File: src/hw/rtl/pfra_pkg.sv
// Shared types and constants for the page frame reference count allocator.
package pfra_pkg;

    localparam int FUNC_W = 2;
    localparam int PAGE_W = 10;
    localparam int CFG_W = 11;
    localparam int STAT_W = 3;
    localparam int LANES = 16;
    localparam int LANE_W = 4;
    localparam logic [CFG_W-1:0] CFG_RESET = 11'd1024;
    localparam int CFG_MAX = (1 << CFG_W) - 1;

    typedef enum logic [FUNC_W-1:0] {
        FUNC_ALLOC   = 2'd0,
        FUNC_REF     = 2'd1,
        FUNC_UNREF   = 2'd2,
        FUNC_RESERVE = 2'd3
    } t_func;

    typedef enum logic [STAT_W-1:0] {
        STAT_OK         = 3'd0,
        STAT_NO_FREE    = 3'd1,
        STAT_RESERVED   = 3'd2,
        STAT_ALR_FREE   = 3'd3,
        STAT_ALR_RESV   = 3'd4,
        STAT_OUT_RANGE  = 3'd5,
        STAT_OVERFLOW   = 3'd6
    } t_status;

    typedef enum logic [1:0] {
        ST_CLEAR  = 2'd0,
        ST_IDLE   = 2'd1,
        ST_SCAN   = 2'd2,
        ST_MODIFY = 2'd3
    } t_state;

    typedef struct packed {
        logic clr_step;
        logic accept;
        logic scan;
        logic modify;
    } t_dp_cmd;

    typedef struct packed {
        logic clr_last;
        logic scan_done;
    } t_dp_status;

endpackage

File: src/hw/rtl/pfra_ctrl.sv
// Controller state machine that sequences clearing, scans and single updates.
module pfra_ctrl (
    input  logic                           i_clk,
    input  logic                           i_rst_n,
    input  logic                           start,
    input  logic [pfra_pkg::FUNC_W-1:0]    i_func,
    input  pfra_pkg::t_dp_status           i_status,
    output pfra_pkg::t_dp_cmd              o_cmd,
    output logic                           busy
);

    pfra_pkg::t_state r_state;
    pfra_pkg::t_state n_state;

    always_ff @(posedge i_clk) begin
        if (!i_rst_n) begin
            r_state <= pfra_pkg::ST_CLEAR;
        end else begin
            r_state <= n_state;
        end
    end

    always_comb begin
        n_state = r_state;
        o_cmd = '0;
        case (r_state)
            pfra_pkg::ST_CLEAR: begin
                o_cmd.clr_step = 1'b1;
                if (i_status.clr_last) begin
                    n_state = pfra_pkg::ST_IDLE;
                end
            end
            pfra_pkg::ST_IDLE: begin
                if (start) begin
                    o_cmd.accept = 1'b1;
                    if (pfra_pkg::t_func'(i_func) == pfra_pkg::FUNC_ALLOC) begin
                        n_state = pfra_pkg::ST_SCAN;
                    end else begin
                        n_state = pfra_pkg::ST_MODIFY;
                    end
                end
            end
            pfra_pkg::ST_SCAN: begin
                o_cmd.scan = 1'b1;
                if (i_status.scan_done) begin
                    n_state = pfra_pkg::ST_IDLE;
                end
            end
            pfra_pkg::ST_MODIFY: begin
                o_cmd.modify = 1'b1;
                n_state = pfra_pkg::ST_IDLE;
            end
            default: begin
                n_state = pfra_pkg::ST_IDLE;
            end
        endcase
    end

    assign busy = (r_state != pfra_pkg::ST_IDLE);

endmodule

File: config.mk
export PLATFORM = sky130hd
export DESIGN_NAME = pfra_ctrl
export DESIGN_NICKNAME = d
export VERILOG_FILES = /design/src/hw/rtl/pfra_pkg.sv /design/src/hw/rtl/pfra_ctrl.sv
export SDC_FILE = /design/constraint.sdc
export NUM_CORES = 1
export LEC_CHECK = 0
export BUFFER_PORTS_ARGS = -buffer_cell sky130_fd_sc_hd__buf_2
export CORE_AREA = 8 8 45 47
export DETAILED_ROUTE_END_ITERATION = 12
export DIE_AREA = 0 0 53 55
export PLACE_DENSITY = 0.3
export SYNTH_ARGS = -nofsm -noshare
export SYNTH_HDL_FRONTEND = slang
export SYNTH_SLANG_ARGS = --single-unit
File: constraint.sdc
create_clock -name i_clk -period 1.9 [get_ports i_clk]
set_input_delay 0.38 -clock i_clk [delete_from_list [all_inputs] [get_ports i_clk]]
set_output_delay 0.38 -clock i_clk [all_outputs]
set_load 0.05 [all_outputs]
==> metrics.md <==
| Metric | Value |
|---|---|
| Max VDD drop | `0.1040 mV` |
| Crit. Startpoint | `r_state[1]` |
| Fraction of registers with async set/reset | `0%` |
| NetSw | `0.06272 mW` |
| Wire length per cell | `9.159 um` |
| RSZ-0062 raised after global routing | `false` |
| Maximum number of pins on one net before global-route repair | `8` |
| Vias in the first global route | `128` |
| Register area share after synthesis | `31.37%` |
| Clock Path Buffers | `2` |
| Critical Path Fanout Max | `7` |
| Unique masters post-synth | `11` |
| GP Congestion | `0.6749` |
| Yosys Warn Count | `0` |
| Mapped Avg Cell Area | `9.116 um^2` |
| Max-cap violation count | `0` |
| Required @ worst endpoint | `1.52 ns` |
| Die width | `53 um` |
| Sw frac | `32.15%` |
| Final setup TNS | `0 ns` |
| Final Core Density | `16.27%` |
| Power Dens Cells | `866.1 nW/um^2` |
| Worst-margin pin slew | `0.2524 ns` |
| # IOs | `12` |
| Number of diodes | `0` |
| Total wire length | `403 um` |
| Status | `completed` |
| Crit start category | `flip-flop` |
| Count of hold-fix buffers inserted at cts | `0` |
| H-tree depth | `1` |
| Initial Utilization | `9.222%` |
| Post-Place Worst Slack | `0.5822 ns` |
| 1st-iter DRT viols | `1` |
| Most common library cells after synthesis | `dfxtp_1, inv_1, nor2_1` |
| Post-CTS Resized | `0` |
| Num CTS Buffers | `3` |
| Hold_sp | `i_rst_n` |
| Die height | `55 um` |
| Post-CTS Setup Inserts | `0` |
| Via Count | `141` |
| Fraction of layout cells with a size suffix above 1 | `60.71%` |
| Combinational share of power | `27.1%` |
| Power share of the sequential group | `25.5%` |
| Clk pwr share | `47.4%` |
| Cells after Synth | `14` |
| Crit end category | `output port` |
| CTS root buf | `clkbuf_4` |
| Largest register FFs | `2` |
| Detailed placement HPWL | `341.1 um` |
| Fin. Hold Viols | `0` |
| # fillers | `165` |
| Setup CP Type | `flip-flop to output port` |
| Total grt overflow | `0` |
| Port buffer count | `11` |
| Routed Antenna Nets | `0` |
| Antenna violations before repair | `0` |
| Residual DRC | `0` |
| Leakage | `0.1118 nW` |
| # clock sinks | `2` |
| Total power draw | `0.1951 mW` |
| First-pass GRT wire length | `531 um` |
| GRT Total Usage | `3.275%` |
| Clock transition at the registers of the reported paths | `0.03 ns` |
| Reg with most FFs | `r_state` |
| Ys flop type | `dfxtp_1` |
| Non-Filler Instances | `44` |
| Cell area after synthesis | `127.6 um^2` |
| CTS tree | `built` |
| # rows | `14` |
| Final design area excluding fillers | `225.2 um^2` |
| P_int | `0.1323 mW` |
| 1st-pass router iterations | `2` |
| Period Utilization, post-route | `81.08%` |
| Worst Hold Margin | `0.3807 ns` |
| Nets | `37` |
| Setup WS post-layout | `0.3594 ns` |
| CP arrival | `1.16 ns` |
| FF+latch count, synth | `2` |
| Post-synth top area share | `31.37%` |
| Mapped Nets | `21` |
| Vias per cell | `3.205` |
| Clk_skew | `0.003748 ns` |
| Core Area | `1384 um^2` |
| Placed cell count | `41` |
| Post-layout minimum cycle time | `1.541 ns` |
| Yosys top cell by area | `dfxtp_1` |
| Worst-skew pair later-pin latency | `0.22 ns` |
| Post-synth EDFFs | `0` |
| Synth area leaders | `dfxtp_1, a221oi_2, and3b_4` |
| Area grow syn2layout | `76.47%` |
| R2R Path Start | `r_state[1]` |
| Die Area | `2915 um^2` |
| Pins Over Slew Limit | `0` |
| Final setup violation count | `0` |
| Top flop regs | `r_state (2)` |
| Placed Instance Area | `202.7 um^2` |
| Slew HR | `83.29%` |
| Worst hold path type | `input port to flip-flop` |
| Upper clock frequency limit | `649.1 MHz` |
[worst paths after layout]
kind                      to  slack (ns)  cells past startpoint
hold / removal    r_state[1]        0.38                      2
setup / recovery    o_cmd[2]        0.36                      2
hold reg to reg   r_state[0]        0.53                      2
setup reg to reg  r_state[0]        0.96                      2
[area by class of cell]
cell class	count	area (um^2)	area share (%)
well taps	16	20.02	8.889
inverters	2	7.507	3.333
clock buffers	3	22.52	10.00
repair buffers	11	55.05	24.44
multi-input cells	10	80.08	35.56
flip-flops and latches	2	40.04	17.78
[cells in the final DEF (no fill, tap or decap), drive strengths merged, types with 2 or more instances in the layout]
master,Yosys,layout
inv,2,2
dfxtp,2,2
nor2,2,2
clkbuf,0,3
buf,0,11
[metal layers]
layer,part of all wire (%),GRT usage [%]
met5,0,0
met4,2.0,6.466
met3,21,3.476
met2,26,1.758
met1,51,3.485
[power by group through the flow]
stage | registers, mW | clock network [mW] | logic, mW
floorplan | 0.0494 | 0 | 0.0391
global placement | 0.0503 | 0 | 0.0535
detailed placement | 0.0505 | 0 | 0.0535
CTS | 0.0500 | 0.0981 | 0.0536
global route | 0.0503 | 0.104 | 0.0556
finish | 0.0497 | 0.0925 | 0.0529
[kinds of logic after synthesis]
family                 synth area share (%)
AND/OR/NAND/NOR                       37.27
AO/OA/AOI/OAI                         17.65
flip-flops                            31.37
buffers and inverters                 5.885
multiplexers                          7.843
[worst max-delay path, stage by stage (launching register included)]
cell	delay, ns
dfxtp_1	0.34
and3b_4	0.33
buf_2	0.27
Power figures use the tool's default switching activity.
